===== src/design/bship_pkg.sv =====
// Shared widths, register indexes, microcode and arithmetic helpers for the escape iterator.
package bship_pkg;

    localparam int WORD_W      = 32;
    localparam int FRAC_BITS   = 28;
    localparam int COUNT_WIDTH = 16;
    localparam int MAG_W       = WORD_W - 1;
    localparam int PROD_W      = 2 * MAG_W;
    localparam int SQ_W        = PROD_W - FRAC_BITS;
    localparam int RI2_W       = SQ_W + 1;
    localparam int SUM_W       = SQ_W + 1;
    localparam int EXT_W       = RI2_W + 2;
    localparam int ESC_W       = 31;
    localparam int CFG_W       = ESC_W;
    localparam int STEP_W      = 3;

    localparam logic [COUNT_WIDTH-1:0] ITER_LIMIT_RESET = COUNT_WIDTH'(100);
    localparam logic [ESC_W-1:0]       ESC_LIMIT_RESET  = ESC_W'(64'd6 << FRAC_BITS);

    typedef logic [STEP_W-1:0] step_t;

    // Configuration register indexes.
    localparam logic REG_ITER_LIMIT = 1'b0;
    localparam logic REG_ESC_LIMIT  = 1'b1;

    // Microprogram addresses.
    localparam step_t ST_IDLE = 3'd0;
    localparam step_t ST_MAG  = 3'd1;
    localparam step_t ST_MRR  = 3'd2;
    localparam step_t ST_MII  = 3'd3;
    localparam step_t ST_MRI  = 3'd4;
    localparam step_t ST_UPD  = 3'd5;
    localparam step_t ST_FIN  = 3'd6;

    typedef enum logic [1:0] {
        MUL_OFF,
        MUL_RR,
        MUL_II,
        MUL_RI
    } mul_sel_t;

    typedef enum logic [2:0] {
        C_ALWAYS,
        C_NEVER,
        C_NO_INPUT,
        C_LIMIT,
        C_ESCAPE,
        C_OUT_BUSY
    } cond_t;

    typedef struct packed {
        mul_sel_t mul_sel;
        logic     ld_c;
        logic     ld_mag;
        logic     ld_r2;
        logic     ld_i2;
        logic     upd_z;
        logic     ld_out;
        cond_t    cond;
        step_t    jump;
        step_t    next;
    } ctrl_t;

    // One control word per step. When the condition holds the sequencer goes to
    // jump, otherwise to next.
    function automatic ctrl_t ucode(step_t s);
        ctrl_t w;
        w = '{mul_sel: MUL_OFF, ld_c: 1'b0, ld_mag: 1'b0, ld_r2: 1'b0, ld_i2: 1'b0,
              upd_z: 1'b0, ld_out: 1'b0, cond: C_ALWAYS, jump: ST_IDLE, next: ST_IDLE};
        case (s)
            ST_IDLE:
            begin
                w.ld_c = 1'b1;
                w.cond = C_NO_INPUT;
                w.jump = ST_IDLE;
                w.next = ST_MAG;
            end
            ST_MAG:
            begin
                w.ld_mag = 1'b1;
                w.cond   = C_LIMIT;
                w.jump   = ST_FIN;
                w.next   = ST_MRR;
            end
            ST_MRR:
            begin
                w.mul_sel = MUL_RR;
                w.cond    = C_NEVER;
                w.next    = ST_MII;
            end
            ST_MII:
            begin
                w.mul_sel = MUL_II;
                w.ld_r2   = 1'b1;
                w.cond    = C_NEVER;
                w.next    = ST_MRI;
            end
            ST_MRI:
            begin
                w.mul_sel = MUL_RI;
                w.ld_i2   = 1'b1;
                w.cond    = C_ESCAPE;
                w.jump    = ST_FIN;
                w.next    = ST_UPD;
            end
            ST_UPD:
            begin
                w.upd_z = 1'b1;
                w.cond  = C_ALWAYS;
                w.jump  = ST_MAG;
            end
            ST_FIN:
            begin
                w.ld_out = 1'b1;
                w.cond   = C_OUT_BUSY;
                w.jump   = ST_FIN;
                w.next   = ST_IDLE;
            end
            default:
            begin
                w.cond = C_ALWAYS;
                w.jump = ST_IDLE;
            end
        endcase
        return w;
    endfunction

    // Magnitude of a signed word, with the most negative word reading as the largest positive.
    function automatic logic [MAG_W-1:0] mag_sat(logic [WORD_W-1:0] v);
        logic [WORD_W-1:0] a;
        a = v[WORD_W-1] ? (~v + WORD_W'(1)) : v;
        if (a[WORD_W-1])
        begin
            return {MAG_W{1'b1}};
        end
        return a[MAG_W-1:0];
    endfunction

    // Clamp a wide signed value into the signed word range.
    function automatic logic [WORD_W-1:0] sat_word(logic [EXT_W-1:0] v);
        logic [EXT_W-WORD_W:0] top;
        top = v[EXT_W-1:WORD_W-1];
        if (top == '0 || top == '1)
        begin
            return v[WORD_W-1:0];
        end
        return v[EXT_W-1] ? {1'b1, {(WORD_W-1){1'b0}}} : {1'b0, {(WORD_W-1){1'b1}}};
    endfunction

endpackage


===== src/design/burning_ship_escape_iteration.sv =====
// Burning Ship escape-time iterator driven by a microcoded sequencer over one shared multiplier.
//
// One beat is taken in the idle step; every round that does not escape runs the magnitude,
// three product and update steps in turn. A point that reaches the limit goes to the finish
// step from the limit check that follows its last round; an escaping point goes there from
// the r*i step of its escaping round. The finish step holds while the output is stalled,
// and a new point is taken only once the sequencer is back in idle. The single 31x31
// multiplier is used three times in turn by each round.
// Reset clears the sequencer and output valid and loads iteration_limit = 100 and
// escape_limit = 6.0.
module burning_ship_escape_iteration
    import bship_pkg::*;
(
    input  logic                   clk,
    input  logic                   rst_n,
    input  logic                   s_tvalid,
    output logic                   s_tready,
    input  logic [2*WORD_W-1:0]    s_tdata,   // point_real [31:0], point_imag [63:32]
    output logic                   m_tvalid,
    input  logic                   m_tready,
    output logic [COUNT_WIDTH-1:0] m_tdata,   // iteration_count [15:0]
    output logic [0:0]             m_tuser,   // escaped [0]
    input  logic                   cfg_we,
    input  logic                   cfg_index,
    input  logic [CFG_W-1:0]       cfg_data
);

    // Configuration registers.
    logic [COUNT_WIDTH-1:0] iter_limit_reg;
    logic [ESC_W-1:0]       esc_limit_reg;

    // Sequencer state.
    step_t step_reg, step_next;
    ctrl_t ctrl;
    logic  cond_hit;

    // Datapath registers.
    logic [WORD_W-1:0]      c_real_reg, c_imag_reg;
    logic [WORD_W-1:0]      z_real_reg, z_imag_reg;
    logic [MAG_W-1:0]       r_reg, i_reg;
    logic [PROD_W-1:0]      prod_reg;
    logic [SQ_W-1:0]        r2_reg, i2_reg;
    logic [COUNT_WIDTH-1:0] round_reg;
    logic                   esc_reg;

    // Output register.
    logic                   out_valid_reg;
    logic [COUNT_WIDTH-1:0] out_count_reg;
    logic                   out_esc_reg;

    logic                   in_beat;
    logic                   out_busy;
    logic                   limit_hit;
    logic                   escape_hit;
    logic [SUM_W-1:0]       mag_sum;
    logic [SQ_W-1:0]        sq_now;
    logic [RI2_W-1:0]       ri2_now;
    logic [EXT_W-1:0]       z_real_wide, z_imag_wide;
    logic [MAG_W-1:0]       mul_a, mul_b;

    assign ctrl     = ucode(step_reg);
    assign s_tready = ctrl.ld_c;
    assign in_beat  = s_tvalid && s_tready;
    assign out_busy = out_valid_reg && !m_tready;

    assign m_tvalid   = out_valid_reg;
    assign m_tdata    = out_count_reg;
    assign m_tuser[0] = out_esc_reg;

    // The loop ends before a round starts once the round count reaches the limit;
    // a zero limit therefore runs no rounds.
    assign limit_hit = (round_reg >= iter_limit_reg);

    // In the r*i step the product register holds i*i, so the escape test sees the
    // full-width sum of both squares in the same cycle that i2 is stored.
    assign sq_now     = prod_reg[PROD_W-1:FRAC_BITS];
    assign mag_sum    = {1'b0, r2_reg} + {1'b0, sq_now};
    assign escape_hit = (mag_sum > SUM_W'(esc_limit_reg));

    // In the update step the product register holds r*i; doubling and scaling
    // collapse into one shift that keeps an extra bit.
    assign ri2_now = prod_reg[PROD_W-1:FRAC_BITS-1];

    assign z_real_wide = EXT_W'({3'b000, r2_reg}) - EXT_W'({3'b000, i2_reg})
                       + {{(EXT_W-WORD_W){c_real_reg[WORD_W-1]}}, c_real_reg};
    assign z_imag_wide = EXT_W'({2'b00, ri2_now})
                       + {{(EXT_W-WORD_W){c_imag_reg[WORD_W-1]}}, c_imag_reg};

    always_comb
    begin
        case (ctrl.mul_sel)
            MUL_RR:
            begin
                mul_a = r_reg;
                mul_b = r_reg;
            end
            MUL_II:
            begin
                mul_a = i_reg;
                mul_b = i_reg;
            end
            MUL_RI:
            begin
                mul_a = r_reg;
                mul_b = i_reg;
            end
            default:
            begin
                mul_a = r_reg;
                mul_b = i_reg;
            end
        endcase
    end

    always_comb
    begin
        case (ctrl.cond)
            C_ALWAYS:   cond_hit = 1'b1;
            C_NEVER:    cond_hit = 1'b0;
            C_NO_INPUT: cond_hit = !s_tvalid;
            C_LIMIT:    cond_hit = limit_hit;
            C_ESCAPE:   cond_hit = escape_hit;
            C_OUT_BUSY: cond_hit = out_busy;
            default:    cond_hit = 1'b1;
        endcase
        step_next = cond_hit ? ctrl.jump : ctrl.next;
    end

    // Control state, configuration and the output register.
    always_ff @(posedge clk or negedge rst_n)
    begin
        if (!rst_n)
        begin
            step_reg       <= ST_IDLE;
            iter_limit_reg <= ITER_LIMIT_RESET;
            esc_limit_reg  <= ESC_LIMIT_RESET;
            round_reg      <= '0;
            esc_reg        <= 1'b0;
            out_valid_reg  <= 1'b0;
        end
        else
        begin
            step_reg <= step_next;

            if (cfg_we)
            begin
                case (cfg_index)
                    REG_ITER_LIMIT: iter_limit_reg <= cfg_data[COUNT_WIDTH-1:0];
                    REG_ESC_LIMIT:  esc_limit_reg  <= cfg_data[ESC_W-1:0];
                    default:        ;
                endcase
            end

            if (in_beat)
            begin
                round_reg <= '0;
                esc_reg   <= 1'b0;
            end
            else if (ctrl.upd_z)
            begin
                round_reg <= round_reg + COUNT_WIDTH'(1);
            end
            else if (ctrl.ld_i2 && escape_hit)
            begin
                esc_reg <= 1'b1;
            end

            if (ctrl.ld_out && !out_busy)
            begin
                out_valid_reg <= 1'b1;
            end
            else if (m_tready)
            begin
                out_valid_reg <= 1'b0;
            end
        end
    end

    // Payload registers carry no reset.
    always_ff @(posedge clk)
    begin
        if (in_beat)
        begin
            c_real_reg <= s_tdata[WORD_W-1:0];
            c_imag_reg <= s_tdata[2*WORD_W-1:WORD_W];
            z_real_reg <= s_tdata[WORD_W-1:0];
            z_imag_reg <= s_tdata[2*WORD_W-1:WORD_W];
        end
        else if (ctrl.upd_z)
        begin
            z_real_reg <= sat_word(z_real_wide);
            z_imag_reg <= sat_word(z_imag_wide);
        end

        if (ctrl.ld_mag)
        begin
            r_reg <= mag_sat(z_real_reg);
            i_reg <= mag_sat(z_imag_reg);
        end

        if (ctrl.mul_sel != MUL_OFF)
        begin
            prod_reg <= mul_a * mul_b;
        end

        if (ctrl.ld_r2)
        begin
            r2_reg <= sq_now;
        end

        if (ctrl.ld_i2)
        begin
            i2_reg <= sq_now;
        end

        if (ctrl.ld_out && !out_busy)
        begin
            out_count_reg <= round_reg;
            out_esc_reg   <= esc_reg;
        end
    end

    // An escaped point always stops short of the round limit.
    a_escape_below_limit: assert property (@(posedge clk) disable iff (!rst_n)
        (m_tvalid && m_tuser[0]) |-> (m_tdata < iter_limit_reg))
        else $error("escaped result with a count at or above the limit");

    // A point that never escaped reports exactly the round limit.
    a_inside_at_limit: assert property (@(posedge clk) disable iff (!rst_n)
        (m_tvalid && !m_tuser[0]) |-> (m_tdata == iter_limit_reg))
        else $error("non-escaped result with a count other than the limit");

    // The round count never runs past the limit while a point is in flight.
    a_round_bounded: assert property (@(posedge clk) disable iff (!rst_n)
        (step_reg != ST_IDLE) |-> (round_reg <= iter_limit_reg))
        else $error("round counter passed the iteration limit");

    // A new point is only taken in the idle step, never while rounds are running.
    a_take_only_idle: assert property (@(posedge clk) disable iff (!rst_n)
        in_beat |=> (step_reg == ST_MAG && round_reg == '0 && !esc_reg))
        else $error("point accepted without a clean start of the iteration");

endmodule


===== config.mk =====
export PLATFORM = sky130hd
export DESIGN_NAME = burning_ship_escape_iteration
export DESIGN_NICKNAME = d
export VERILOG_FILES = /design/src/design/bship_pkg.sv /design/src/design/burning_ship_escape_iteration.sv
export SDC_FILE = /design/constraint.sdc
export NUM_CORES = 2
export LEC_CHECK = 0
export BUFFER_PORTS_ARGS = -buffer_cell sky130_fd_sc_hd__buf_2
export CORE_ASPECT_RATIO = 0.8
export CORE_MARGIN = 2
export CORE_UTILIZATION = 39
export DETAILED_ROUTE_END_ITERATION = 10
export PLACE_DENSITY_LB_ADDON = 0.1
export RECOVER_POWER = 50
export SYNTH_ARGS = -nofsm -noshare
export SYNTH_HDL_FRONTEND = slang
export SYNTH_SLANG_ARGS = --single-unit

===== constraint.sdc =====
create_clock -name clk -period 9.6 [get_ports clk]
set_input_delay 0.48 -clock clk [delete_from_list [all_inputs] [get_ports clk]]
set_output_delay 0.48 -clock clk [all_outputs]
set_load 0.005 [all_outputs]

Word level (Yosys, flattened, before mapping)
Cells that the tools add are included.
- register bits: 405
- input bits: 101
- output and inout bits: 19
- add/subtract/negate cells: 7
- $mul: 1
- $lt $le $gt $ge: 2
- eq/ne operators: 16
- mux-type cells: 47
- bitwise operators: 3
- reduce and logical (&&, ||, !) cells: 21
- operators with widths (cell ; count):
    32-bit 2-to-1 mux ; 12
    31-bit 2-to-1 mux ; 6
    32-bit by 1-bit adder with 32-bit output, second input constant ; 2
    32-bit NOT ; 2
    31-bit by 31-bit multiplier with 62-bit output ; 1
    36-bit by 32-bit adder with 37-bit output ; 1
    35-bit by 32-bit adder with 36-bit output ; 1
    34-bit by 34-bit adder with 35-bit output ; 1
    35-bit by 31-bit greater-than comparator with 1-bit output ; 1
    34-bit by 34-bit subtractor with 35-bit output ; 1
    16-bit 2-to-1 mux ; 2
    3-bit case mux with 5 select lines ; 2
    1-bit 2-to-1 mux ; 21
    16-bit by 1-bit adder with 16-bit output, second input constant ; 1
    16-bit >= comparator ; 1
    3-bit == test, second input constant ; 5
    3-bit by 2-bit == test with 1-bit output, second input constant ; 4
    6-bit == test, second input constant ; 2
    6-bit logical NOT ; 2
    2-bit nonzero test ; 4
    3-bit by 1-bit == test with 1-bit output, second input constant ; 2
    2-bit case mux with 3 select lines ; 1
    3-bit case mux with 2 select lines ; 1
    2-bit AND reduction ; 3
    12 further kinds ; 18

Longest topological paths before layout
- depth in word-level cells: 10
- mapped depth: 36

Worst setup path before layout
Ideal clock, no wire load.
- path kind: reg2reg
- start: reg step_reg[1]
- end: reg prod_reg[57] (data pin)
- setup time: 265 ps
- arrival time: 9405 ps
- required time: 9335 ps
- slack: -70 ps
- cell stages (with the launch flop): 35
- buffers on the path: 4
- period minus slack after synthesis: 9670 ps
- path through: dfrtp_1 -> nor2b_1 -> buf_2 -> nand2_1 -> clkinv_1 -> clkbuf_1 -> clkbuf_1 -> buf_1 -> o22ai_1 -> fa_1 -> inv_1 -> fa_1 -> fa_1 -> inv_1 -> fa_1 -> inv_1 -> fa_1 -> inv_1 -> fa_1 -> inv_1 -> fa_1 -> inv_1 -> fa_1 -> inv_1 -> ha_1 -> o21a_1 -> o21a_1 -> o31ai_1 -> o21bai_1 -> a311oi_2 -> a211oi_1 -> o21ai_0 -> a21oi_1 -> o21ai_0 -> xor2_1
- cells in the longest elaborated chain, start to end: 5
- elaborated cells between the ends (all ways): 9
- those cells by class: mul: 1; eq/ne: 5; mux: 3
- ends and longest elaborated chain (item ; line ; text):
    start, declared ; burning_ship_escape_iteration.sv:33 ; step_t step_reg, step_next;
    start signal, assigned ; burning_ship_escape_iteration.sv:143 ; step_reg <= step_next;
    3-bit == test or 3-bit by 2-bit == test with 1-bit output (tied branches) ; bship_pkg.sv:70 ; case (s)
    2-bit case mux with 3 select lines (*) ; bship_pkg.sv:70 ;
    2-bit == test or 2-bit by 1-bit == test with 1-bit output (tied branches) ; burning_ship_escape_iteration.sv:91 ; case (ctrl.mul_sel)
    31-bit 2-to-1 mux ; burning_ship_escape_iteration.sv:91 ;
    31-bit by 31-bit multiplier with 62-bit output (*) ; burning_ship_escape_iteration.sv:203 ; prod_reg <= mul_a * mul_b;
    end signal, assigned ; burning_ship_escape_iteration.sv:203 ;
    end, declared ; burning_ship_escape_iteration.sv:41 ; logic [PROD_W-1:0] prod_reg;
Every way passes the cells marked *; elsewhere a longest branch is shown, timed or not.
A chain may end at the register's enable or synchronous reset.

Worst setup path after layout
Ends and elaborated chain as after synthesis.

==> flow_summary.json <==
{
  "clock_sinks": 378,
  "wl_per_cell_um": 24.57,
  "clk_latency_ns": 0.57,
  "holdPathEnd": "c_real_reg[5]$_DFFE_PP_",
  "clk_pin_slew_ns": 0.07,
  "coreArea_mm2": 0.1358,
  "dp_hpwl_um": 160700,
  "synth_area_mm2": 0.05325,
  "grt_pass1_wl_um": 282500,
  "setup_viol": 0,
  "synth_area_leaders": "fa_1 32%, edfxtp_1 17%, ha_1 10%, inv_1 6.4%, nand2_1 6.1%",
  "crit_arrival_ns": 9.55,
  "drt-pass1-iter-count": 6,
  "place_congestion": 0.9580,
  "max_freq_mhz": 108.0,
  "crit_top_cell": "fa_1",
  "synthFlopType": "edfxtp_1",
  "final-hold-violation-count": 0,
  "timing_worst_setup_path_type": "reg -> reg",
  "drive_gt1_share_pct": 8.452,
  "largest_reg_flops": 35,
  "grt_pass1_vias": 41430,
  "die_x_um": 417.1,
  "start_util_pct": 39.22,
  "portBuffers": 119,
  "synth-seq-cells": 378,
  "worst_slew_pin_slew_ns": 3.345,
  "yosysTopAreaCellShare_pct": 31.58,
  "io_pins": 120,
  "cp_top_family": "adder cells",
  "routed_via_density": 5.391,
  "synth.avg_cell_area_um2": 9.276,
  "clockRootBuffer": "clkbuf_16",
  "ant_nets": 0,
  "drcViolationCount": 0,
  "worstHoldStart": "s_tdata[5]",
  "r2r_cells": 31,
  "drv_slew": 122,
  "synth_nets": 7123,
  "whs_ns": 0.1099,
  "cpPeakStageDelay_ns": 0.60,
  "grt_max_degree": 65,
  "rsz0062_at_grt": "yes",
  "routed_wl_um": 190100,
  "regToRegEndpoint": "prod_reg[57]$_DFFE_PP_",
  "min_period_over_period_pct": 96.43,
  "fin_area_mm2": 0.05876,
  "cts_made_buffers": 38,
  "synth_cell_types": 83,
  "synth-seq-area-share_pct": 20.69,
  "placed_cell_area_mm2": 0.05748,
  "async_reset_ff_share_pct": 17.99,
  "final_nets": 7304,
  "crit_slowest_cell": "o21bai_1",
  "clock_path_buffers": 3,
  "tritoncts": "done",
  "worstPathRequired_ns": 9.90,
  "gr-usage-all-layers_pct": 27.43,
  "fill_cells": 13420,
  "vias": 41700,
  "synthCells": 5741,
  "status": "finished, violations left",
  "dr.first_iter.drc_count": 4096,
  "cp_num_buf_inv": 8,
  "rrSetupSlack_ns": 0.34,
  "final_cell_mix": "905 x inv_1, 856 x nand2_1, 840 x fa_1",
  "syn2layout_area_growth_pct": 10.34,
  "holdPathStages": 1,
  "violations": "max-capacitance violations, max-slew violations",
  "start_kind": "register",
  "antenna_found_initial": 12,
  "synth_area_leader_cell": "fa_1",
  "hp-class": "in -> reg",
  "htree_levels": 2,
  "dieArea_mm2": 0.1395,
  "fin_crit_ns": 9.257,
  "row_count": 121,
  "final_common_cell": "inv_1",
  "cts_setup_buffers": 0,
  "cp_max_fo": 21,
  "fin_skew_ns": 0.02367,
  "dieHeight_um": 334.5,
  "yosysWarnings": 0,
  "cap_violations": 3,
  "globalRouteOverflowTotal": 0,
  "worst_setup_path_end_kind": "register",
  "synth_edf_count": 310,
  "maxSlewHeadroom_pct": -123.0,
  "r2r_start": "step_reg[1]$_DFF_PN0_"
}
## cell families (layout without fill, tap and decap cells)
| group | after synthesis | after routing | synth area share [%] |
|---|---|---|---|
| flops | 378 | 378 | 20.69 |
| compound gates | 814 | 814 | 9.823 |
| other cells | 0 | 1 | 0 |
| buf+inv | 1152 | 1362 | 8.167 |
| fa+ha+maj | 1281 | 1281 | 41.94 |
| simple gates | 1833 | 1833 | 14.48 |
| mux | 70 | 70 | 1.405 |
| xor+xnor | 213 | 213 | 3.503 |
## through the flow
| stage | util, % | instances | setup WS (ns) | TNS [ns] |
|---|---|---|---|---|
| 6_report | 43.27 | 7735 | 0.3428 | 0 |
| 3_3_place_gp | 42.32 | 7664 | -0.2292 | -0.5905 |
| 4_1_cts | 43.27 | 7734 | 0.03253 | 0 |
| 5_1_grt | 43.27 | 7734 | -0.01394 | -0.02655 |
| 2_1_floorplan | - | 5741 | 0.03102 | 0 |
| 3_5_place_dp | 42.32 | 7664 | -0.2580 | -0.7594 |
## layer usage
| metal | routed length, µm | GRT usage [%] | vias to the layer above |
|---|---|---|---|
| li1 | - | - | 18830 |
| met1 | 93240 | 43.62 | 21210 |
| met2 | 77560 | 38.86 | 1485 |
| met3 | 15260 | 4.543 | 176 |
| met4 | 4012 | 5.173 | 2 |
| met5 | 13 | 0 | - |
## how the worst max path moves through the flow
stage	to	slack [ns]	start	cells after the start
2_1_floorplan	prod_reg[57]$_DFFE_PP_	0.03	step_reg[1]$_DFF_PN0_	34
3_3_place_gp	prod_reg[56]$_DFFE_PP_	-0.23	step_reg[2]$_DFF_PN0_	33
3_5_place_dp	prod_reg[56]$_DFFE_PP_	-0.26	step_reg[2]$_DFF_PN0_	33
4_1_cts	prod_reg[57]$_DFFE_PP_	0.03	step_reg[2]$_DFF_PN0_	32
5_1_grt	prod_reg[57]$_DFFE_PP_	-0.01	step_reg[1]$_DFF_PN0_	31
6_report	prod_reg[57]$_DFFE_PP_	0.34	step_reg[1]$_DFF_PN0_	31
## synthesized netlist by cell type, drive strengths merged (35+ instances only)
master / instances
edfxtp: 310
o21ai: 199
a21oi: 210
clkbuf: 225
o21a: 37
nand3: 43
nand2: 867
xor2: 108
nor2: 636
fa: 840
and3: 38
mux2: 35
nand4: 36
mux2i: 35
a21o: 120
xnor2: 105
dfrtp: 63
inv: 905
ha: 441
## area by class of cell
type | count | area [µm²] | share of cell area (%)
repair buffers | 386 | 2683 | 4.565
diodes | 1 | 2.502 | 0.004258
flip-flops and latches | 378 | 11020 | 18.75
well taps | 1783 | 2231 | 3.796
clock buffers | 50 | 1090 | 1.855
multi-input cells | 4211 | 38150 | 64.93
inverters | 907 | 3410 | 5.802
clock inverters | 19 | 175.2 | 0.2981
## timing repair
item / 4_1_cts / 5_1_grt
hold buffers: 1 / 0
pin swaps: 0 / 0
endpoints found under the setup margin: 6 / 15
resized for setup: 3 / 22
endpoints found under the hold margin: 9 / 0
Power is not shown: default switching activity piles up to over one toggle a cycle in this logic, so the estimate is an artifact.
